$ cat config.mk
export PLATFORM = sky130hd
export DESIGN_NAME = topk_quality_buffer_unit
export DESIGN_NICKNAME = d
export VERILOG_FILES = /design/src/rtl/tqb_pkg.sv /design/src/rtl/tqb_cell.sv /design/src/rtl/topk_quality_buffer_unit.sv
export SDC_FILE = /design/constraint.sdc
export NUM_CORES = 2
export LEC_CHECK = 0
export BUFFER_PORTS_ARGS = -buffer_cell sky130_fd_sc_hd__buf_4
export CAP_MARGIN = 15
export CORE_UTILIZATION = 50
export DETAILED_ROUTE_END_ITERATION = 6
export PLACE_DENSITY = 0.67
export SLEW_MARGIN = 5
export SYNTH_ARGS = -nofsm -noshare
export SYNTH_HDL_FRONTEND = slang
export SYNTH_SLANG_ARGS = --single-unit
$ cat constraint.sdc
create_clock -name clock -period 8.6 [get_ports clock]
set_clock_uncertainty 0.05 [all_clocks]
set_input_delay 0 -clock clock [delete_from_list [all_inputs] [get_ports clock]]
set_output_delay 0 -clock clock [all_outputs]
set_load 0.05 [all_outputs]
$ cat src/rtl/tqb_pkg.sv
// ---------------------------------------------------------------------------
// tqb_pkg
// Types, widths and codes shared by the top-k quality buffer modules.
// ---------------------------------------------------------------------------
package tqb_pkg;

   // Field widths
   localparam int TAG_W    = 32;
   localparam int DIM_W    = 12;
   localparam int QUAL_W   = 24;
   localparam int CNT_W    = 32;
   localparam int TARGET_W = 3;
   // Width holding 2*target+2
   localparam int CAP_W    = 5;

   localparam int DEPTH_DEFAULT = 16;
   localparam logic [TARGET_W-1:0] TARGET_RESET = 3'd1;

   // Insert status codes
   localparam logic [1:0] ST_APPENDED    = 2'd0;
   localparam logic [1:0] ST_REPLACED    = 2'd1;
   localparam logic [1:0] ST_DROPPED     = 2'd2;
   localparam logic [1:0] ST_NOT_RECEIVE = 2'd3;

   // Opcodes
   localparam logic OP_RECEIVE = 1'b0;
   localparam logic OP_EXTRACT = 1'b1;

   typedef struct packed {
      logic              opcode;
      logic [TAG_W-1:0]  record_tag;
      logic [DIM_W-1:0]  box_width;
      logic [DIM_W-1:0]  box_height;
   } req_type;

   typedef struct packed {
      logic [1:0]        insert_status;
      logic              chosen_valid;
      logic [TAG_W-1:0]  chosen_tag;
      logic [QUAL_W-1:0] chosen_quality;
      logic              done_res;
      logic [CNT_W-1:0]  received_total;
      logic [CNT_W-1:0]  chosen_total;
   } rsp_type;

   // Scan token passed from cell to cell (index travels beside it)
   typedef struct packed {
      logic              go;
      logic              have;
      logic              find_max;
      logic [QUAL_W-1:0] quality;
      logic [TAG_W-1:0]  tag;
   } token_type;

   // Update controls broadcast to every cell
   typedef struct packed {
      logic              wr_en;
      logic              shift_en;
      logic [TAG_W-1:0]  wr_tag;
      logic [QUAL_W-1:0] wr_quality;
   } cell_ctl_type;

endpackage

$ cat src/rtl/tqb_cell.sv
// ---------------------------------------------------------------------------
// tqb_cell
// One buffer slot: holds a record and advances the min/max scan token by one
// slot per cycle. Also takes a write or a left shift from its right neighbor.
// ---------------------------------------------------------------------------
module tqb_cell #(
   parameter int IDX    = 0,
   parameter int IDX_W  = 4,
   parameter int FILL_W = 5
) (
   input  logic                       clock,
   input  logic                       reset,
   input  tqb_pkg::cell_ctl_type      ctl,
   input  logic [IDX_W-1:0]           wr_idx,
   input  logic [IDX_W-1:0]           shift_idx,
   input  logic [FILL_W-1:0]          fill,
   input  tqb_pkg::token_type         tok_i,
   input  logic [IDX_W-1:0]           tok_idx_i,
   output tqb_pkg::token_type         tok_o,
   output logic [IDX_W-1:0]           tok_idx_o,
   input  logic [tqb_pkg::TAG_W-1:0]  next_tag,
   input  logic [tqb_pkg::QUAL_W-1:0] next_quality,
   output logic [tqb_pkg::TAG_W-1:0]  tag_o,
   output logic [tqb_pkg::QUAL_W-1:0] quality_o
);

   localparam logic [IDX_W-1:0]  MY_IDX  = IDX_W'(IDX);
   localparam logic [FILL_W-1:0] MY_FILL = FILL_W'(IDX);

   logic [tqb_pkg::TAG_W-1:0]  tag_ff, tag_in;
   logic [tqb_pkg::QUAL_W-1:0] qual_ff, qual_in;
   tqb_pkg::token_type         tok_ff, tok_in;
   logic [IDX_W-1:0]           tidx_ff, tidx_in;
   logic                       occupied;
   logic                       better;
   logic                       take_own;

   // Scan step: first strict extreme among occupied slots
   always_comb begin
      occupied = MY_FILL < fill;
      better   = tok_i.find_max ? (qual_ff > tok_i.quality) : (qual_ff < tok_i.quality);
      take_own = occupied && (!tok_i.have || better);
      tok_in          = tok_i;
      tok_in.have     = tok_i.have | occupied;
      tidx_in         = tok_idx_i;
      if (take_own) begin
         tok_in.quality = qual_ff;
         tok_in.tag     = tag_ff;
         tidx_in        = MY_IDX;
      end
   end

   // Slot update: direct write or close the gap from the right
   always_comb begin
      tag_in  = tag_ff;
      qual_in = qual_ff;
      if (ctl.wr_en && (wr_idx == MY_IDX)) begin
         tag_in  = ctl.wr_tag;
         qual_in = ctl.wr_quality;
      end else if (ctl.shift_en && (MY_IDX >= shift_idx)) begin
         tag_in  = next_tag;
         qual_in = next_quality;
      end
   end

   always_ff @(posedge clock) begin
      if (reset) begin
         tok_ff.go <= 1'b0;
      end else begin
         tok_ff.go <= tok_in.go;
      end
      tok_ff.have     <= tok_in.have;
      tok_ff.find_max <= tok_in.find_max;
      tok_ff.quality  <= tok_in.quality;
      tok_ff.tag      <= tok_in.tag;
      tidx_ff         <= tidx_in;
      tag_ff          <= tag_in;
      qual_ff         <= qual_in;
   end

   assign tok_o     = tok_ff;
   assign tok_idx_o = tidx_ff;
   assign tag_o     = tag_ff;
   assign quality_o = qual_ff;

endmodule

$ cat src/rtl/topk_quality_buffer_unit.sv
// ---------------------------------------------------------------------------
// topk_quality_buffer_unit
// Bounded top-k buffer of candidate records ranked by width times height.
// ---------------------------------------------------------------------------
// Usage:
//   req channel (valid/stall): a receive transaction offers a record; an
//   extract transaction removes the best record. rsp channel (valid/stall)
//   returns one result per request with status, chosen record, done flag and
//   the receive and extract totals. csr channel (valid/ready, ready outside
//   reset) writes target_count; capacity is 2*target_count+2, clamped to DEPTH.
// Timing:
//   One request at a time: the scan token crosses the chain of DEPTH
//   cells one cell per cycle, S_SCAN latches the winner, and S_FINISH
//   applies the update and loads the result register.
//   A request is taken while a finished result still waits in rsp; its own
//   result waits in S_FINISH until that register is free.
// Reset:
//   Buffer empty, both totals zero, target_count 1. req_stall is high and
//   csr_ready low during reset. Stored records are not cleared; only slots
//   below the fill level are ever used.
// Stall:
//   rsp payload holds while rsp_stall is high; req_stall stays high until the
//   pending result has been handed to the rsp register.
// ---------------------------------------------------------------------------
module topk_quality_buffer_unit #(
   parameter int DEPTH = tqb_pkg::DEPTH_DEFAULT
) (
   input  logic                         clock,
   input  logic                         reset,
   input  logic                         req_valid,
   output logic                         req_stall,
   input  tqb_pkg::req_type             req_data,
   output logic                         rsp_valid,
   input  logic                         rsp_stall,
   output tqb_pkg::rsp_type             rsp_data,
   input  logic                         csr_valid,
   output logic                         csr_ready,
   input  logic [tqb_pkg::TARGET_W-1:0] csr_data
);

   localparam int IDX_W  = $clog2(DEPTH);
   localparam int FILL_W = $clog2(DEPTH + 1);
   localparam int CMP_W  = (FILL_W > tqb_pkg::CAP_W) ? FILL_W : tqb_pkg::CAP_W;
   localparam int QW     = tqb_pkg::QUAL_W;
   localparam int CW     = tqb_pkg::CNT_W;

   typedef enum logic [1:0] {
      S_IDLE,
      S_SCAN,
      S_FINISH
   } state_type;

   state_type                    state_ff, state_in;
   logic [FILL_W-1:0]            fill_ff, fill_in;
   logic [CW-1:0]                rcnt_ff, rcnt_in;
   logic [CW-1:0]                ccnt_ff, ccnt_in;
   logic [tqb_pkg::TARGET_W-1:0] target_ff, target_in;
   logic                         op_ff, op_in;
   logic [tqb_pkg::TAG_W-1:0]    tag_ff, tag_in;
   logic [QW-1:0]                qual_ff, qual_in;
   logic                         best_have_ff, best_have_in;
   logic [QW-1:0]                best_q_ff, best_q_in;
   logic [tqb_pkg::TAG_W-1:0]    best_tag_ff, best_tag_in;
   logic [IDX_W-1:0]             best_idx_ff, best_idx_in;
   logic                         rsp_valid_ff, rsp_valid_in;
   tqb_pkg::rsp_type             rsp_ff, rsp_in;

   logic                         accept;
   logic                         fire;
   logic                         out_free;
   logic [tqb_pkg::CAP_W-1:0]    cap_raw;
   logic [CMP_W-1:0]             cap;
   logic                         can_append;
   tqb_pkg::cell_ctl_type        ctl;
   logic [IDX_W-1:0]             wr_idx;
   logic [IDX_W-1:0]             shift_idx;

   tqb_pkg::token_type           tok   [DEPTH+1];
   logic [IDX_W-1:0]             tidx  [DEPTH+1];
   logic [tqb_pkg::TAG_W-1:0]    ctag  [DEPTH];
   logic [QW-1:0]                cqual [DEPTH];

   // Handshakes
   assign req_stall = reset || (state_ff != S_IDLE);
   assign accept    = req_valid && !req_stall;
   assign out_free  = !rsp_valid_ff || !rsp_stall;
   assign fire      = (state_ff == S_FINISH) && out_free;
   assign csr_ready = !reset;

   // Capacity 2*target+2 clamped to DEPTH
   assign cap_raw    = {1'b0, target_ff, 1'b0} + tqb_pkg::CAP_W'(2);
   assign cap        = (CMP_W'(cap_raw) > CMP_W'(DEPTH)) ? CMP_W'(DEPTH) : CMP_W'(cap_raw);
   assign can_append = CMP_W'(fill_ff) < cap;

   // Scan token entering the chain
   always_comb begin
      tok[0].go       = accept;
      tok[0].have     = 1'b0;
      tok[0].find_max = req_data.opcode;
      tok[0].quality  = '0;
      tok[0].tag      = '0;
      tidx[0]         = '0;
   end

   // Cell chain
   for (genvar i = 0; i < DEPTH; i++) begin : g_cell
      logic [tqb_pkg::TAG_W-1:0] nt;
      logic [QW-1:0]             nq;
      if (i == DEPTH - 1) begin : g_last
         assign nt = ctag[i];
         assign nq = cqual[i];
      end else begin : g_mid
         assign nt = ctag[i+1];
         assign nq = cqual[i+1];
      end
      tqb_cell #(
         .IDX    (i),
         .IDX_W  (IDX_W),
         .FILL_W (FILL_W)
      ) u_cell (
         .clock        (clock),
         .reset        (reset),
         .ctl          (ctl),
         .wr_idx       (wr_idx),
         .shift_idx    (shift_idx),
         .fill         (fill_ff),
         .tok_i        (tok[i]),
         .tok_idx_i    (tidx[i]),
         .tok_o        (tok[i+1]),
         .tok_idx_o    (tidx[i+1]),
         .next_tag     (nt),
         .next_quality (nq),
         .tag_o        (ctag[i]),
         .quality_o    (cqual[i])
      );
   end

   // Sequencer, update decision and result
   always_comb begin
      state_in     = state_ff;
      fill_in      = fill_ff;
      rcnt_in      = rcnt_ff;
      ccnt_in      = ccnt_ff;
      target_in    = csr_valid ? csr_data : target_ff;
      op_in        = op_ff;
      tag_in       = tag_ff;
      qual_in      = qual_ff;
      best_have_in = best_have_ff;
      best_q_in    = best_q_ff;
      best_tag_in  = best_tag_ff;
      best_idx_in  = best_idx_ff;
      rsp_valid_in = rsp_valid_ff && rsp_stall;
      rsp_in       = rsp_ff;
      ctl.wr_en      = 1'b0;
      ctl.shift_en   = 1'b0;
      ctl.wr_tag     = tag_ff;
      ctl.wr_quality = qual_ff;
      wr_idx         = best_idx_ff;
      shift_idx      = best_idx_ff;

      case (state_ff)
         S_IDLE: begin
            if (accept) begin
               op_in    = req_data.opcode;
               tag_in   = req_data.record_tag;
               qual_in  = QW'(req_data.box_width) * QW'(req_data.box_height);
               state_in = S_SCAN;
            end
         end
         S_SCAN: begin
            if (tok[DEPTH].go) begin
               best_have_in = tok[DEPTH].have;
               best_q_in    = tok[DEPTH].quality;
               best_tag_in  = tok[DEPTH].tag;
               best_idx_in  = tidx[DEPTH];
               state_in     = S_FINISH;
            end
         end
         S_FINISH: begin
            if (fire) begin
               rsp_in.insert_status  = tqb_pkg::ST_NOT_RECEIVE;
               rsp_in.chosen_valid   = 1'b0;
               rsp_in.chosen_tag     = '0;
               rsp_in.chosen_quality = '0;
               if (op_ff == tqb_pkg::OP_RECEIVE) begin
                  rcnt_in = rcnt_ff + CW'(1);
                  if (can_append) begin
                     ctl.wr_en            = 1'b1;
                     wr_idx               = IDX_W'(fill_ff);
                     fill_in              = fill_ff + FILL_W'(1);
                     rsp_in.insert_status = tqb_pkg::ST_APPENDED;
                  end else if (fill_ff == '0 || !best_have_ff) begin
                     rsp_in.insert_status = tqb_pkg::ST_DROPPED;
                  end else if (qual_ff > best_q_ff) begin
                     ctl.wr_en            = 1'b1;
                     rsp_in.insert_status = tqb_pkg::ST_REPLACED;
                  end else begin
                     rsp_in.insert_status = tqb_pkg::ST_DROPPED;
                  end
               end else if (fill_ff != '0) begin
                  ctl.shift_en          = 1'b1;
                  fill_in               = fill_ff - FILL_W'(1);
                  ccnt_in               = ccnt_ff + CW'(1);
                  rsp_in.chosen_valid   = 1'b1;
                  rsp_in.chosen_tag     = best_tag_ff;
                  rsp_in.chosen_quality = best_q_ff;
               end
               rsp_in.done_res       = (fill_in == '0) || (ccnt_in >= CW'(target_ff));
               rsp_in.received_total = rcnt_in;
               rsp_in.chosen_total   = ccnt_in;
               rsp_valid_in          = 1'b1;
               state_in              = S_IDLE;
            end
         end
         default: begin
            state_in = S_IDLE;
         end
      endcase
   end

   always_ff @(posedge clock) begin
      if (reset) begin
         state_ff     <= S_IDLE;
         fill_ff      <= '0;
         rcnt_ff      <= '0;
         ccnt_ff      <= '0;
         target_ff    <= tqb_pkg::TARGET_RESET;
         rsp_valid_ff <= 1'b0;
      end else begin
         state_ff     <= state_in;
         fill_ff      <= fill_in;
         rcnt_ff      <= rcnt_in;
         ccnt_ff      <= ccnt_in;
         target_ff    <= target_in;
         rsp_valid_ff <= rsp_valid_in;
      end
      op_ff        <= op_in;
      tag_ff       <= tag_in;
      qual_ff      <= qual_in;
      best_have_ff <= best_have_in;
      best_q_ff    <= best_q_in;
      best_tag_ff  <= best_tag_in;
      best_idx_ff  <= best_idx_in;
      rsp_ff       <= rsp_in;
   end

   assign rsp_valid = rsp_valid_ff;
   assign rsp_data  = rsp_ff;

endmodule

# Word level (Yosys, flattened, before mapping)
# Index checks and enable logic that the tools add are counted.
# Widths: inputs -> output; s select.
[totals] inputBits=65 output_inout_bits=127 regBits=2205 wordCells=490
[op_classes] mul=1 addsub=5 eq_ne=20 n_reduce_logical=114 n_mux=124 bitwise=15 magnitude_cmp=65
[ops] cell="$mux 32" n=35
[ops] cell="$mux 56" n=15
[ops] cell="$mux 24" n=30
[ops] cell="$gt 24x24->1" n=16
[ops] cell="$lt 24x24->1" n=15
[ops] cell="$add 32x1->32 const B" n=2
[ops] cell="$mux 57" n=1
[ops] cell="$logic_and 1x1->1" n=49
[ops] cell="$lt 4x5->1 const A" n=8
[ops] cell="$eq 4x4->1 const B" n=8
[ops] cell="$ge 32x3->1" n=1
[ops] cell="$reduce_bool 2->1" n=16
[ops] cell="$mux 5" n=6
[ops] cell="$ge 4x4->1 const A" n=7
[ops] cell="$mul 12x12->24" n=1
[ops] cell="$mux 1" n=24
[ops] cell="$logic_not 1->1" n=20
[ops] cell="$lt 3x5->1 const A" n=4
[ops] cell="$logic_or 1x1->1" n=19
[ops] cell="$eq 4x3->1 const B" n=4
[ops] cell="$ge 3x4->1 const A" n=4
[ops] cell="$mux 2" n=8
[ops] cell="$mux 4" n=4
[ops] cell="$or 1x1->1" n=15
[ops] cell="other kinds (22)" n=32

# Depth between registers and ports, before layout
[logic_depth] ltp_word=11 depth_mapped=21 depth_no_buf=20

# Modules after synthesis
# A second synthesis with hierarchy kept.
[unflattened] hier_cells=7853 hier_area_um2=103645.7
[by_module_without_submodules] mod="topk_quality_buffer_unit" area_per_inst_um2=17705.7 instances=1 cells_each=1570
[by_module_without_submodules] mod="tqb_cell at g_cell[9].u_cell" area_per_inst_um2=6715.2 instances=1 cells_each=707
[by_module_without_submodules] mod="tqb_cell at g_cell[7].u_cell" area_per_inst_um2=6497.5 instances=1 cells_each=652
[by_module_without_submodules] mod="tqb_cell at g_cell[1].u_cell" area_per_inst_um2=5330.1 instances=1 cells_each=356
[by_module_without_submodules] mod="tqb_cell at g_cell[11].u_cell" area_per_inst_um2=5308.8 instances=1 cells_each=352
[by_module_without_submodules] mod="tqb_cell at g_cell[2].u_cell" area_per_inst_um2=5306.3 instances=1 cells_each=355
[by_module_without_submodules] mod="tqb_cell at g_cell[3].u_cell" area_per_inst_um2=5306.3 instances=1 cells_each=352
[by_module_without_submodules] mod="tqb_cell at g_cell[14].u_cell" area_per_inst_um2=5282.6 instances=1 cells_each=355
[by_module_without_submodules] mod="tqb_cell at g_cell[5].u_cell" area_per_inst_um2=5266.3 instances=1 cells_each=355
[by_module_without_submodules] mod="tqb_cell at g_cell[13].u_cell" area_per_inst_um2=5247.5 instances=1 cells_each=353
[by_module_without_submodules] mod="tqb_cell at g_cell[10].u_cell" area_per_inst_um2=5237.5 instances=1 cells_each=351
[by_module_without_submodules] mod="tqb_cell at g_cell[15].u_cell" area_per_inst_um2=5106.1 instances=1 cells_each=343
[by_module_without_submodules] mod="tqb_cell at g_cell[6].u_cell" area_per_inst_um2=5091.1 instances=1 cells_each=345
[by_module_without_submodules] mod="tqb_cell at g_cell[0].u_cell" area_per_inst_um2=5082.4 instances=1 cells_each=356
[by_module_without_submodules] mod="3 more rows"

# Worst setup path before layout
# No wires, ideal clock.
[synth_timing] path_type="register -> register" from="reg fill_ff[1]" to="reg g_cell[0].u_cell.qual_ff, in the netlist g_cell[0].u_cell.quality_o[0] (enable)" path_buffers=2 path_stages_with_launch=10 path_slack_ns=1.694 t_required_ns=7.997 arrival_ns=6.303 cell_sequence="dfxtp_1 > clkbuf_1 > inv_1 > ha_1 > or4b_1 > buf_2 > nand2_1 > or3_1 > or2_2 > o31ai_1"
[synth_via] elab_chain_len=9 word_cells_on_any_way=19
[synth_rtl] element="from (decl)" line_no="topk_quality_buffer_unit.sv:54" source="logic [FILL_W-1:0] fill_ff, fill_in;"
[synth_rtl] element="from (signal assigned)" line_no="topk_quality_buffer_unit.sv:231" source="fill_ff <= fill_in;"
[synth_rtl] element="parallel branches: the longest is 8 deep, another holds $lt 5x5->1"
[synth_rtl] element="$reduce_bool 2->1 (no line) *"
[synth_rtl] element="to (signal assigned)" line_no="tqb_cell.sv:78" source="qual_ff <= qual_in;"
[synth_rtl] element="to (decl)" line_no="tqb_cell.sv:31" source="logic [tqb_pkg::QUAL_W-1:0] qual_ff, qual_in;"
# Mark *: on every way between the ends.
# A chain may end at the register's enable or synchronous reset.

# Worst setup path after layout
[layout_timing] from="reg fill_ff[1]" to="reg g_cell[14].u_cell.qual_ff, in the netlist g_cell[14].u_cell.quality_o[12] (enable)"
[layout_via] elab_chain_len=9 word_cells_on_any_way=19
[layout_rtl] element="parallel branches: the longest is 8 deep, another holds $lt 5x5->1"
[layout_rtl] element="$reduce_bool 2->1 (no line) *"
[layout_rtl] element="to (signal assigned)" line_no="tqb_cell.sv:78"
[layout_rtl] element="to (decl)" line_no="tqb_cell.sv:31"
# Marks and branches as above.

==> metrics.yaml <==
status:
  outcome: "complete, no violations"
clocking:
  postCtsHoldBufs: 95
  clk_latency_ns: 0.89
  post_cts_resized: 0
  cts_setup_buffers: 0
  clk_pin_slew_ns: 0.06
  htreeDepth: 4
  cts-root-buf: "clkbuf_16"
  cts_max_path_buffers: 3
  cts_num_sinks: 2205
  cts_buffers: 219
  cts_tree: "built"
drt:
  via_per_inst: 5.48
  dr_wl_met2_mm: 101
  vias: 54400
  drc: 0
  first_pass_iters: 7
  top_layer: "met4"
  routed_wl_mm: 219
  wl_met3_mm: 11.3
  ant_nets: 0
  drt-met1-wl_mm: 102
  drt_iter0_drc: 3518
  wl_per_cell_um: 22.1
power:
  net-switching-power_uw: 5450
  peakVddDrop_v: 0.000169
  seqPwrFrac_pct: 49.5
  power_frac_comb_pct: 7.9
  p_clk_share_pct: 42.7
  sw_frac_of_total_pct: 24.0
  p_int_uw: 17300
  powerDensity_nw_per_um2: 211
  leakagePower_uw: 0.0418
run:
  maxCapViolations: 0
grt:
  antenna_found_initial: 3
  grt_pass1_vias: 55600
  grt_max_degree: 61
  grt.total_usage_pct: 22.7
  grt_pass1_wl_mm: 338
  overflow: 0
timing:
  max_slew_margin_pct: 20.6
  fin_crit_ns: 5.93
  setup_viol: 0
  tns_ns: 0
  drv_slew: 0
  fmax_mhz: 169
  post-route-period-util_pct: 69.0
  rsz0062_at_grt: "no"
  tightest_slew_ns: 1.19
  hold_viol: 0
die:
  fp.dieW_um: 439
  dieArea_um2: 193000
  fp.dieH_um: 439
  ioPinCount: 192
  start_util_pct: 50.6
  std_cell_rows: 159
  core_area_um2: 189000
synth:
  syn_nets: 7597
  synth_seq_cells: 2205
  yosys.area.top_type: "edfxtp_1"
  netlist.area_leader.share_pct: 35.8
  yosysWarnings: 0
  ys_seq_area_share_pct: 58.2
  synth_cell_types: 79
  ys.flop_type: "edfxtp_1"
  synth_most_common_cell: "mux2_2"
  synthTopCellsByCount: "mux2_2, edfxtp_1, dfxtp_1, inv_1, ha_1"
  synth.cell_area_um2: 95400
  async_flop_share_pct: 0
  synth_area_leaders: "edfxtp_1, dfxtp_1, mux2_2, ha_1, inv_1"
  syn_inst: 6974
  synth-edff-count: 1138
  avgSynthCellArea_um2: 13.7
placement:
  finalWeightedCongestion: 0.837
  dp_hpwl_mm: 139
  io_buffers: 191
hold_path:
  min_from: "reset"
  worstHoldPathType: "input pin to flop"
finish:
  nNetsFinal: 7851
  synthToLayoutAreaGrowth_pct: 13.2
  layout-drive-gt1-share_pct: 32.0
  utilization_pct: 57.3
worst_setup_path:
  crit_path_end_kind: "flop"
  worstReg2RegStart: "fill_ff[1]$_SDFFE_PP0P_"
  startpoint: "fill_ff[1]$_SDFFE_PP0P_"
  critPathRequiredTime_ns: 8.99
  setup.worst_path.class: "flop to flop"
  startpoint_type: "flop"
  arrival_ns: 6.32
  worst-path-max-fanout: 39
[placed cells by master, fill, tap and decap left out, drive strengths merged, types with 93 or more instances in the layout]
master       netlist  routed
mux2            1666    1666
a21o             102     102
inv              552     554
ha               458     458
and2             130     130
dfxtp           1067    1067
edfxtp          1138    1138
nand2            228     228
buf              145     269
dlygate4sd3        0      95
clkbuf           186     307
nand4             93      93
a21oi            168     168
nor2             199     199
fa               100     100
[power groups by stage]
stage,Sequential [uW],Combinational (uW),Clock [uW]
finish,11300,1790,9710
global route,11300,2050,10300
CTS,11300,1810,9910
detailed placement,11500,1760,0
global placement,11500,1740,0
floorplan,11400,1310,0
[critical path, stage by stage, from the launching register on]
cell     delay, ns
dfxtp_1       0.81
inv_1         0.28
ha_1          0.32
or4b_2        0.96
nand2_1       0.16
inv_1         0.44
nand2_1       0.63
o21ai_4       1.02
buf_4         0.64
[metrics by stage]
step	instances	power, uW	hold slack [ns]	instance area, um^2	setup WS, ns
floorplan	6974	12700	-0.0223	95400	1.69
global placement	9403	13200	0.128	99600	2.55
detailed placement	9403	13200	0.129	99600	2.56
CTS	9916	23000	0.0485	108000	2.76
global route	9921	23600	0.103	108000	2.45
finish	9924	22800	0.105	108000	2.67
[metal layers]
metal	up-vias	track usage [%]
met1	27400	31.9
met4	0	5.48
li1	25400	-
met3	270	3.72
met2	1259	36.6
met5	-	0
[registers in the layout, indices dropped and copies added (netlist names)]
signal                   flops
g_cell.u_cell.tok_o        943
g_cell.u_cell.tag_o        512
g_cell.u_cell.quality_o    384
rsp_data                   124
g_cell.u_cell.tok_idx_o     49
best_tag_ff                 32
ccnt_ff                     32
rcnt_ff                     32
tag_ff                      32
best_q_ff                   24
qual_ff                     24
fill_ff                      5
best_idx_ff                  4
target_ff                    3
state_ff                     2
best_have_ff                 1
op_ff                        1
rsp_valid                    1
[cells by family (layout without fill, tap and decap cells)]
group / after synthesis / in the layout / synth area share, %
flip-flops: 2205 / 2205 / 58.2
multiplexers: 1694 / 1694 / 20.0
AND/OR/NAND/NOR: 1011 / 1011 / 5.55
buffers and inverters: 884 / 1335 / 3.70
adder cells (fa/ha/maj): 558 / 558 / 8.11
AO/OA/AOI/OAI: 487 / 487 / 3.23
XOR/XNOR: 135 / 135 / 1.24
other: 0 / 4 / 0
[worst paths after layout]
check | endpoint | slack, ns | cells after the start
max | g_cell[14].u_cell.quality_o[12]$_DFFE_PP_ | 2.67 | 8
min | ccnt_ff[17]$_SDFFE_PP0P_ | 0.10 | 3
max reg2reg | g_cell[14].u_cell.quality_o[12]$_DFFE_PP_ | 2.67 | 8
min reg2reg | g_cell[9].u_cell.tok_o[56]$_DFF_P_ | 0.31 | 0
[area by class of cell]
| cell class | instances | area, um^2 |
|---|---|---|
| clock inverters | 111 | 1260 |
| clock buffers | 307 | 6150 |
| fillers | 15100 | 80600 |
| inverters | 553 | 2080 |
| repair buffers | 364 | 2960 |
| multi-input cells | 3885 | 36900 |
| well taps | 2495 | 3120 |
| flip-flops and latches | 2205 | 55500 |
| diodes | 4 | 10.0 |
Note: power is estimated with default switching activity, not from simulation.
